$ cat src/rtl/wav_riff_pkg.sv
`default_nettype none

package wav_riff_pkg;

   localparam int RSP_QUEUE_DEPTH = 4;

   localparam logic [31:0] TAG_RIFF = 32'h5249_4646;
   localparam logic [31:0] TAG_WAVE = 32'h5741_5645;
   localparam logic [31:0] TAG_FMT  = 32'h666D_7420;
   localparam logic [31:0] TAG_FACT = 32'h6661_6374;
   localparam logic [31:0] TAG_DATA = 32'h6461_7461;

   localparam logic [31:0] FMT_CORE_LEN = 32'd16;
   localparam logic [15:0] EXT_SIZE     = 16'd22;
   localparam logic [33:0] TAIL_MIN     = 34'd8;

   typedef enum logic [3:0] {
      ST_OK       = 4'd0,
      ST_NO_RIFF  = 4'd1,
      ST_SMALL    = 4'd2,
      ST_NO_WAVE  = 4'd3,
      ST_BAD_FMT  = 4'd4,
      ST_TRUNC    = 4'd5,
      ST_NO_FMT   = 4'd6,
      ST_NO_DATA  = 4'd7,
      ST_NEITHER  = 4'd8
   } status_type;

   typedef enum logic {
      KIND_DATA   = 1'b0,
      KIND_STATUS = 1'b1
   } kind_type;

   typedef struct packed {
      logic [31:0] data_length;
      logic [31:0] channel_mask;
      logic [15:0] valid_bits;
      logic [15:0] bits_per_sample;
      logic [15:0] block_align;
      logic [31:0] byte_rate;
      logic [31:0] sample_rate;
      logic [15:0] channels;
      logic [15:0] format_tag;
      status_type  status;
      logic [7:0]  data_byte;
      kind_type    kind;
   } result_type;

   typedef struct packed {
      logic       first_valid;
      logic       second_valid;
      result_type first;
      result_type second;
   } push_type;

endpackage

`default_nettype wire

$ cat src/rtl/wav_riff_stream_parser.sv
// Channel   Dir  Handshake             tdata                         tuser / tlast
// req_      in   req_tvalid/tready     byte_in[7:0]                  tlast = last_byte
// rsp_      out  rsp_tvalid/tready     data_byte .. data_length      tuser = kind
//
// One input byte per cycle while req_tready is high; each byte is parsed in the cycle it is taken.
// A byte yields up to two results, held in a small result queue.
// req_tready drops only while the queue has fewer than two free slots.
// Synchronous active-high reset returns the parser to the RIFF header.
`default_nettype none

module wav_riff_stream_parser
   import wav_riff_pkg::*;
#(
   parameter int QueueDepth = RSP_QUEUE_DEPTH
) (
   input  wire logic         clock,
   input  wire logic         reset,
   input  wire logic         req_tvalid,
   output logic              req_tready,
   input  wire logic [7:0]   req_tdata,   // byte_in[7:0]
   input  wire logic         req_tlast,
   output logic              rsp_tvalid,
   input  wire logic         rsp_tready,
   // data_byte, status, format_tag, channels, sample_rate, byte_rate,
   // block_align, bits_per_sample, valid_bits, channel_mask, data_length, zero pad
   output logic [223:0]      rsp_tdata,
   output logic              rsp_tuser    // kind
);

   push_type   push;
   result_type head;
   logic       accept;

   assign accept = req_tvalid & req_tready;

   wav_riff_core u_core (
      .clock     (clock),
      .reset     (reset),
      .accept    (accept),
      .byte_in   (req_tdata),
      .last_byte (req_tlast),
      .push      (push)
   );

   wav_riff_queue #(
      .Depth (QueueDepth)
   ) u_queue (
      .clock     (clock),
      .reset     (reset),
      .push      (push),
      .room      (req_tready),
      .out_valid (rsp_tvalid),
      .out_ready (rsp_tready),
      .out_item  (head)
   );

   assign rsp_tuser = head.kind;
   assign rsp_tdata = {4'd0, head.data_length, head.channel_mask, head.valid_bits,
                       head.bits_per_sample, head.block_align, head.byte_rate,
                       head.sample_rate, head.channels, head.format_tag,
                       head.status, head.data_byte};

endmodule

`default_nettype wire

$ cat src/rtl/wav_riff_core.sv
`default_nettype none

module wav_riff_core
   import wav_riff_pkg::*;
(
   input  wire logic       clock,
   input  wire logic       reset,
   input  wire logic       accept,
   input  wire logic [7:0] byte_in,
   input  wire logic       last_byte,
   output push_type        push
);

   typedef enum logic [2:0] {
      PH_RIFF, PH_WAVE, PH_HDR, PH_FMT, PH_FACT, PH_DATA, PH_PAD, PH_SKIP
   } phase_type;

   phase_type   phase_ff, phase_in;
   logic [5:0]  fc_ff, fc_in;
   logic [31:0] rem_ff, rem_in;
   logic [32:0] riff_end_ff, riff_end_in;
   logic [32:0] pos_ff, pos_in;
   logic [31:0] shift_ff, shift_in;
   logic [31:0] tag_ff, tag_in;
   logic [15:0] fmt_tag_ff, fmt_tag_in;
   logic [15:0] chans_ff, chans_in;
   logic [31:0] srate_ff, srate_in;
   logic [31:0] brate_ff, brate_in;
   logic [15:0] align_ff, align_in;
   logic [15:0] bits_ff, bits_in;
   logic [15:0] vbits_ff, vbits_in;
   logic [31:0] mask_ff, mask_in;
   logic [31:0] dlen_ff, dlen_in;
   logic [1:0]  found_ff, found_in;
   logic        finished_ff, finished_in;

   function automatic status_type flag_code(input logic [1:0] f);
      status_type c;
      unique case (f)
         2'b11:   c = ST_OK;
         2'b01:   c = ST_NO_DATA;
         2'b10:   c = ST_NO_FMT;
         default: c = ST_NEITHER;
      endcase
      return c;
   endfunction

   always_comb begin
      logic        data_emit;
      logic        status_emit;
      status_type  code;
      logic        rest_req;
      logic        done_req;
      logic [31:0] s;
      logic [15:0] v16;
      result_type  dres;
      result_type  sres;

      phase_in    = phase_ff;
      fc_in       = fc_ff;
      rem_in      = rem_ff;
      riff_end_in = riff_end_ff;
      pos_in      = pos_ff;
      shift_in    = shift_ff;
      tag_in      = tag_ff;
      fmt_tag_in  = fmt_tag_ff;
      chans_in    = chans_ff;
      srate_in    = srate_ff;
      brate_in    = brate_ff;
      align_in    = align_ff;
      bits_in     = bits_ff;
      vbits_in    = vbits_ff;
      mask_in     = mask_ff;
      dlen_in     = dlen_ff;
      found_in    = found_ff;
      finished_in = finished_ff;
      data_emit   = 1'b0;
      status_emit = 1'b0;
      code        = ST_OK;
      rest_req    = 1'b0;
      done_req    = 1'b0;
      s           = '0;
      v16         = '0;

      if (accept && !finished_ff) begin
         pos_in   = (pos_ff == '1) ? pos_ff : pos_ff + 33'd1;
         shift_in = {byte_in, shift_ff[31:8]};
         s        = shift_in;
         v16      = shift_in[31:16];
         unique case (phase_ff)
            PH_RIFF, PH_HDR: begin
               if (fc_ff < 6'd4) tag_in = {tag_ff[23:0], byte_in};
               fc_in = fc_ff + 6'd1;
               if (fc_in == 6'd8) begin
                  if (phase_ff == PH_HDR) begin
                     rem_in = s;
                     fc_in  = '0;
                     if (tag_in == TAG_FMT) begin
                        if (s < FMT_CORE_LEN) begin
                           status_emit = 1'b1;
                           code        = ST_BAD_FMT;
                        end else begin
                           vbits_in = '0;
                           mask_in  = '0;
                           phase_in = PH_FMT;
                        end
                     end else if (tag_in == TAG_FACT) begin
                        phase_in = PH_FACT;
                     end else if (tag_in == TAG_DATA) begin
                        dlen_in = s;
                        if (s == '0) begin
                           found_in = found_in | 2'b10;
                           done_req = 1'b1;
                        end else begin
                           phase_in = PH_DATA;
                        end
                     end else begin
                        rest_req = 1'b1;
                     end
                  end else if (s <= 32'd4) begin
                     status_emit = 1'b1;
                     code        = ST_SMALL;
                  end else if (tag_in != TAG_RIFF) begin
                     status_emit = 1'b1;
                     code        = ST_NO_RIFF;
                  end else begin
                     riff_end_in = {1'b0, s} + 33'd8;
                     phase_in    = PH_WAVE;
                     fc_in       = '0;
                  end
               end
            end
            PH_WAVE: begin
               tag_in = {tag_ff[23:0], byte_in};
               fc_in  = fc_ff + 6'd1;
               if (fc_in == 6'd4) begin
                  if (tag_in != TAG_WAVE) begin
                     status_emit = 1'b1;
                     code        = ST_NO_WAVE;
                  end else begin
                     done_req = 1'b1;
                  end
               end
            end
            PH_FMT: begin
               fc_in = fc_ff + 6'd1;
               if (rem_ff != '0) rem_in = rem_ff - 32'd1;
               unique case (fc_ff)
                  6'd1:  fmt_tag_in = v16;
                  6'd3:  chans_in   = v16;
                  6'd7:  srate_in   = s;
                  6'd11: brate_in   = s;
                  6'd13: align_in   = v16;
                  6'd15: begin
                     bits_in = v16;
                     if (rem_in == '0) begin
                        found_in = found_in | 2'b01;
                        done_req = 1'b1;
                     end
                  end
                  6'd17: begin
                     if (v16 == '0) begin
                        found_in = found_in | 2'b01;
                        rest_req = 1'b1;
                     end else if (v16 != EXT_SIZE) begin
                        status_emit = 1'b1;
                        code        = ST_BAD_FMT;
                     end
                  end
                  6'd19: vbits_in = v16;
                  6'd23: mask_in  = s;
                  6'd39: begin
                     found_in = found_in | 2'b01;
                     rest_req = 1'b1;
                  end
                  default: ;
               endcase
            end
            PH_FACT: begin
               if (rem_ff != '0) rem_in = rem_ff - 32'd1;
               fc_in = fc_ff + 6'd1;
               if (fc_in == 6'd4) rest_req = 1'b1;
            end
            PH_DATA: begin
               data_emit = 1'b1;
               if (rem_ff != '0) rem_in = rem_ff - 32'd1;
               if (rem_in == '0) begin
                  found_in = found_in | 2'b10;
                  if (dlen_ff[0]) phase_in = PH_PAD;
                  else            done_req = 1'b1;
               end
            end
            PH_PAD: done_req = 1'b1;
            default: begin
               if (rem_ff != '0) rem_in = rem_ff - 32'd1;
               if (rem_in == '0) done_req = 1'b1;
            end
         endcase

         if (rest_req) begin
            if (rem_in == '0) done_req = 1'b1;
            else              phase_in = PH_SKIP;
         end
         if (done_req) begin
            if ({1'b0, riff_end_ff} > {1'b0, pos_in} + TAIL_MIN) begin
               phase_in = PH_HDR;
               fc_in    = '0;
            end else begin
               status_emit = 1'b1;
               code        = flag_code(found_in);
            end
         end
         if (last_byte && !status_emit) begin
            status_emit = 1'b1;
            code        = (phase_in == PH_FACT) ? flag_code(found_in) : ST_TRUNC;
         end
         if (status_emit) finished_in = 1'b1;
      end

      dres           = '0;
      dres.kind      = KIND_DATA;
      dres.data_byte = byte_in;

      sres        = '0;
      sres.kind   = KIND_STATUS;
      sres.status = code;
      if (code == ST_OK) begin
         sres.format_tag      = fmt_tag_in;
         sres.channels        = chans_in;
         sres.sample_rate     = srate_in;
         sres.byte_rate       = brate_in;
         sres.block_align     = align_in;
         sres.bits_per_sample = bits_in;
         sres.valid_bits      = vbits_in;
         sres.channel_mask    = mask_in;
         sres.data_length     = dlen_in;
      end

      push.first_valid  = data_emit | status_emit;
      push.second_valid = data_emit & status_emit;
      push.first        = data_emit ? dres : sres;
      push.second       = sres;

      if (accept && last_byte) begin
         phase_in    = PH_RIFF;
         fc_in       = '0;
         rem_in      = '0;
         riff_end_in = '0;
         pos_in      = '0;
         shift_in    = '0;
         tag_in      = '0;
         fmt_tag_in  = '0;
         chans_in    = '0;
         srate_in    = '0;
         brate_in    = '0;
         align_in    = '0;
         bits_in     = '0;
         vbits_in    = '0;
         mask_in     = '0;
         dlen_in     = '0;
         found_in    = '0;
         finished_in = 1'b0;
      end
   end

   always_ff @(posedge clock) begin
      if (reset) begin
         phase_ff    <= PH_RIFF;
         fc_ff       <= '0;
         rem_ff      <= '0;
         riff_end_ff <= '0;
         pos_ff      <= '0;
         shift_ff    <= '0;
         tag_ff      <= '0;
         fmt_tag_ff  <= '0;
         chans_ff    <= '0;
         srate_ff    <= '0;
         brate_ff    <= '0;
         align_ff    <= '0;
         bits_ff     <= '0;
         vbits_ff    <= '0;
         mask_ff     <= '0;
         dlen_ff     <= '0;
         found_ff    <= '0;
         finished_ff <= 1'b0;
      end else begin
         phase_ff    <= phase_in;
         fc_ff       <= fc_in;
         rem_ff      <= rem_in;
         riff_end_ff <= riff_end_in;
         pos_ff      <= pos_in;
         shift_ff    <= shift_in;
         tag_ff      <= tag_in;
         fmt_tag_ff  <= fmt_tag_in;
         chans_ff    <= chans_in;
         srate_ff    <= srate_in;
         brate_ff    <= brate_in;
         align_ff    <= align_in;
         bits_ff     <= bits_in;
         vbits_ff    <= vbits_in;
         mask_ff     <= mask_in;
         dlen_ff     <= dlen_in;
         found_ff    <= found_in;
         finished_ff <= finished_in;
      end
   end

`ifndef ASSERT_OFF
   a_quiet_when_finished: assert property (@(posedge clock) disable iff (reset)
      finished_ff |-> !push.first_valid)
      else $error("result pushed after final status");
   a_pair_ordered: assert property (@(posedge clock) disable iff (reset)
      push.second_valid |-> (push.first_valid && push.first.kind == KIND_DATA
                             && push.second.kind == KIND_STATUS))
      else $error("two results not data then status");
   a_last_restarts: assert property (@(posedge clock) disable iff (reset)
      (accept && last_byte) |=> (phase_ff == PH_RIFF && !finished_ff && pos_ff == '0))
      else $error("parser did not restart after final byte");
`endif

endmodule

`default_nettype wire

$ cat src/rtl/wav_riff_queue.sv
`default_nettype none

module wav_riff_queue
   import wav_riff_pkg::*;
#(
   parameter int Depth = RSP_QUEUE_DEPTH
) (
   input  wire logic clock,
   input  wire logic reset,
   input  push_type  push,
   output logic      room,
   output logic      out_valid,
   input  wire logic out_ready,
   output result_type out_item
);

   localparam int PtrW = (Depth > 1) ? $clog2(Depth) : 1;
   localparam int CntW = $clog2(Depth + 1);

   result_type            slot_ff [Depth];
   logic [PtrW-1:0]       wr_ff, rd_ff;
   logic [CntW-1:0]       cnt_ff;
   logic [PtrW-1:0]       wr_next, wr_in, rd_in;
   logic [CntW-1:0]       cnt_in;
   logic                  pop;

   function automatic logic [PtrW-1:0] bump(input logic [PtrW-1:0] p);
      return (p == PtrW'(Depth - 1)) ? '0 : p + PtrW'(1);
   endfunction

   assign pop       = out_valid & out_ready;
   assign out_valid = (cnt_ff != '0);
   assign out_item  = slot_ff[rd_ff];
   assign room      = (cnt_ff <= CntW'(Depth - 2));
   assign wr_next   = bump(wr_ff);

   always_comb begin
      wr_in  = wr_ff;
      if (push.first_valid)  wr_in = wr_next;
      if (push.second_valid) wr_in = bump(wr_next);
      rd_in  = pop ? bump(rd_ff) : rd_ff;
      cnt_in = cnt_ff + CntW'(push.first_valid) + CntW'(push.second_valid)
               - CntW'(pop);
   end

   always_ff @(posedge clock) begin
      if (push.first_valid)  slot_ff[wr_ff]   <= push.first;
      if (push.second_valid) slot_ff[wr_next] <= push.second;
   end

   always_ff @(posedge clock) begin
      if (reset) begin
         wr_ff  <= '0;
         rd_ff  <= '0;
         cnt_ff <= '0;
      end else begin
         wr_ff  <= wr_in;
         rd_ff  <= rd_in;
         cnt_ff <= cnt_in;
      end
   end

`ifndef ASSERT_OFF
   a_no_overflow: assert property (@(posedge clock) disable iff (reset)
      cnt_ff <= CntW'(Depth))
      else $error("result queue overflow");
   a_push_needs_room: assert property (@(posedge clock) disable iff (reset)
      push.first_valid |-> room)
      else $error("push without room");
   a_second_after_first: assert property (@(posedge clock) disable iff (reset)
      push.second_valid |-> push.first_valid)
      else $error("second result pushed alone");
`endif

endmodule

`default_nettype wire

$ cat config.mk
export PLATFORM = sky130hd
export DESIGN_NAME = wav_riff_stream_parser
export DESIGN_NICKNAME = d
export VERILOG_FILES = /design/src/rtl/wav_riff_pkg.sv /design/src/rtl/wav_riff_stream_parser.sv /design/src/rtl/wav_riff_core.sv /design/src/rtl/wav_riff_queue.sv
export SDC_FILE = /design/constraint.sdc
export NUM_CORES = 2
export LEC_CHECK = 0
export BUFFER_PORTS_ARGS = -buffer_cell sky130_fd_sc_hd__buf_2
export CORE_AREA = 2 2 318 320
export CTS_CLUSTER_SIZE = 14
export DETAILED_ROUTE_END_ITERATION = 10
export DIE_AREA = 0 0 320 322
export GPL_TIMING_DRIVEN = 1
export PLACE_DENSITY = 0.77
export REMOVE_ABC_BUFFERS = 1
export SYNTH_ARGS = -nofsm -noshare
export SYNTH_HDL_FRONTEND = slang
export SYNTH_SLANG_ARGS = --single-unit
$ cat constraint.sdc
create_clock -name clock -period 19.45 [get_ports clock]
set_input_delay 3.89 -clock clock [delete_from_list [all_inputs] [get_ports clock]]
set_output_delay 3.89 -clock clock [all_outputs]
set_load 0.01 [all_outputs]
==> metrics <==
clk sink count=1267; post-synthesis xor/xnor area fraction=under 10%; share of layout cells above drive strength 1=19.26%; CP most frequent cell=buf_4; CP Data Required Time=just under 20 ns; sw power=2.296 mW; commonest cells after routing, fill and taps aside=edfxtp_1, nor2_1, nor4_1, dfxtp_1, nand2_1; DR DRC count=0; Max Cap Viol=0; number of DRC markers in iteration 0=between 5000 and 6000; final wirelength=between 150 and 200 mm; sw frac=between 30% and 40%; endpoints failing hold=0; min Tclk post-route=between 10 and 15 ns; Top Usage Layer GRT=met2; met3 Usage GRT=approximately 5.4%; period utilization=between 50% and 60%; Critical Path AT=between 10 and 15 ns; Initial Utilization=59.59%; global route overflow=0; root buf cell=clkbuf_16; largest family of logic cells by synthesized area=simple AND/OR/NAND/NOR gates; Post-synth ARST share=0%; largest net degree at the start of global routing=about 210; Comb pwr share=roughly a quarter; Synth Area in Compound Gates=under 10%; Avg WL per Cell=~27 um; Setup-failing EPs final=0; commonest non-fill, non-tap cell in the layout=edfxtp_1; EDFF count, synth=848; RSZ-0062 raised after global routing=no; Via density=around 6.8; CTS tree=yes; NumNets Final=between 5000 and 6000; Max Fclk=just under 0.1 GHz; width of the die=~320 um; Std-Cell Rows=116; mux contribution to synthesized area=11.23%; Avg Cell Area, Syn=roughly 12 sq um; Total GRT Usage=33.72%; Setup TNS=0 ns; type of the most critical hold path=reg -> reg; Setup WS pre-CTS=~8.5 ns; Final Util=around two thirds; crit-path cells=buf_2 -> buf_4 -> nor4_1 -> nand4_1 -> o31ai_1 -> o2bb2ai_1 -> a31oi_1 -> or4_1 -> or4_1 -> o21ai_2 -> a21oi_2 -> buf_4 -> a21o_1 -> o22ai_4 -> buf_4 -> buf_4 -> buf_4; Seq pwr share=a little over two fifths; Seq cells post-synth=1267; Final HPWL DP=about 100 mm; Most used DFF post-synth=edfxtp_1; CP delay by family, top=buffers and inverters; worst hold slack=roughly 0.45 ns; Slew headroom=between 10% and 20%; Slew @ Worst Pin=1.350 ns; DRT antenna net count=0; num ports=240; Worst-path clk slew=about 0.060 ns; post-synthesis simple-gate area fraction=a little under a fifth; Design Power=roughly 7.2 mW; critical path class=in -> reg; clock power share=roughly a third; post-CTS setup buffer count=0; outcome=finished, final reports clean; power per cell area=110.0 nW/um^2; Hold Buf Count CTS=0; die area=between 100000 and 150000 sq um; Slew Viols, Final=0; core area=about 100000 sq um; Max Fanout on Critical Path=between 50 and 60; routing usage on met2=between 50% and 60%; Crit-path slowest cell=buf_4; GP Congestion=0.9830; vias post-DR=approximately 44000; sequential area share after synthesis=about 57%; clk_skew=0.03090 ns; number of port buffers=~240; synthesized cell area=around 60000 sq um; Critical Path Start Type=input pin; Mapped Cells=between 5000 and 6000; first-pass GRT wire length=264.1 mm; Int Pwr=4.870 mW; vias in the first global route=around 43000; clk buf depth=3; adder-cell area share of the yosys netlist=1.122%; Yosys warning total=0; fillers=~7400; crit path buf inv count=6; Resized Gates After CTS=0; die height=322 um; crit end category=register; area added between synthesis and finish=9.828%; DR pass1 iterations=6; H-tree levels=3; clk_lat worst skew=approximately 0.74 ns; initial antenna violation count=3; post-route setup slack=9.148 ns; CTS Buf Count=approximately 120; VDD IR max=82.92 uV; slowest stage delay, CP=0.85 ns; leakage=~20 nW; Netlist cell types=90; global-route met1 utilization=44.97%
-- per-stage QoR --
step | area (sq um) | cells
after floorplan | 57240 | 4631
after global placement | 61120 | 6263
after detailed placement | 61120 | 6263
after CTS | 65150 | 6495
after global routing | 65150 | 6495
final | 65160 | 6499
-- worst min-delay path: stages (launching register included) --
cell and delay (ns):
dfxtp_1 0.31, nand2_1 0.05, nand2_1 0.04
-- cells by family after synthesis --
family	count (synthesis)
and+or+nand+nor	2208
xor gates and xnor gates	105
muxes	385
adders and majority gates	52
AOI/OAI and AO/OA	558
buffers and inverters	550
other	1
DFF	1267
-- synthesized netlist by cell type, types with 24 or more instances --
cell | n | area, sq um
nand2_1 | 417 | 1565
or3_1 | 33 | 206.5
mux2_2 | 36 | 405.4
buf_2 | 152 | 760.7
nand3_1 | 75 | 375.4
and3_1 | 24 | 150.1
nor2_1 | 634 | 2380
inv_1 | 52 | 195.2
nor4_2 | 28 | 350.3
a211oi_1 | 25 | 187.7
o21ai_0 | 102 | 510.5
nor4_1 | 538 | 3366
mux4_2 | 221 | 4977
dfxtp_1 | 419 | 8388
xor2_1 | 36 | 315.3
xnor2_1 | 69 | 604.3
mux2i_1 | 128 | 1281
a22o_1 | 48 | 420.4
nand4_1 | 47 | 294.0
edfxtp_1 | 848 | 25460
buf_1 | 48 | 180.2
or2_2 | 142 | 888.4
ha_1 | 50 | 625.6
a21oi_1 | 212 | 1061
clkbuf_1 | 290 | 1089
nor3_1 | 70 | 350.3
and2_1 | 92 | 575.6
-- layout make-up --
type	instances	area [sq um]	share of cell area, %
Tap cell	1298	1624	2.492
Clock inverter	55	543.0	0.8334
Inverter	52	195.2	0.2996
Clock buffer	177	3488	5.354
Antenna cell	4	10.01	0.01536
Multi-Input combinational cell	3312	23410	35.92
Sequential cell	1267	33860	51.97
Timing Repair Buffer	334	2032	3.118
-- final timing paths --
| check | start | end | slack [ns] | depth (start not counted) |
|---|---|---|---|---|
| max | req_tdata[3] | u_queue.slot_ff[2][51]$_DFFE_PP_ | 9.15 | 17 |
| min | u_queue.slot_ff[2][0]$_SDFFE_PP1P_ | u_queue.slot_ff[2][0]$_SDFFE_PP1P_ | 0.45 | 2 |
| max reg2reg | u_core.pos_ff[0]$_SDFFE_PP0P_ | u_queue.slot_ff[2][51]$_DFFE_PP_ | 9.45 | 29 |
| min reg2reg | u_queue.slot_ff[2][0]$_SDFFE_PP1P_ | u_queue.slot_ff[2][0]$_SDFFE_PP1P_ | 0.45 | 2 |
-- state kept, by name, indices dropped and copies added (netlist names), 24 cells and up, named ones only --
register / count
u_core.dlen_ff: 32
u_core.shift_ff: 24
u_core.srate_ff: 32
u_core.brate_ff: 32
u_core.rem_ff: 32
u_core.mask_ff: 32
u_core.riff_end_ff: 33
u_core.tag_ff: 32
u_core.pos_ff: 33
u_queue.slot_ff: 884
-- metal layers --
layer / wire length [um] / share of wire (%)
met1: 67300 / 38
met2: 85060 / 48
met3: 16510 / 9.4
met4: 7185 / 4.1
met5: 0 / 0
-- power groups by stage --
stage | clock (mW) | combinational [mW] | sequential, mW
final | 2.37 | 1.71 | 3.08
after CTS | 2.39 | 1.70 | 3.07
after global routing | 2.50 | 1.80 | 3.09
after floorplan | 0 | 1.00 | 3.22
after detailed placement | 0 | 1.69 | 3.13
after global placement | 0 | 1.69 | 3.13
(Power assumes the default switching activity.)
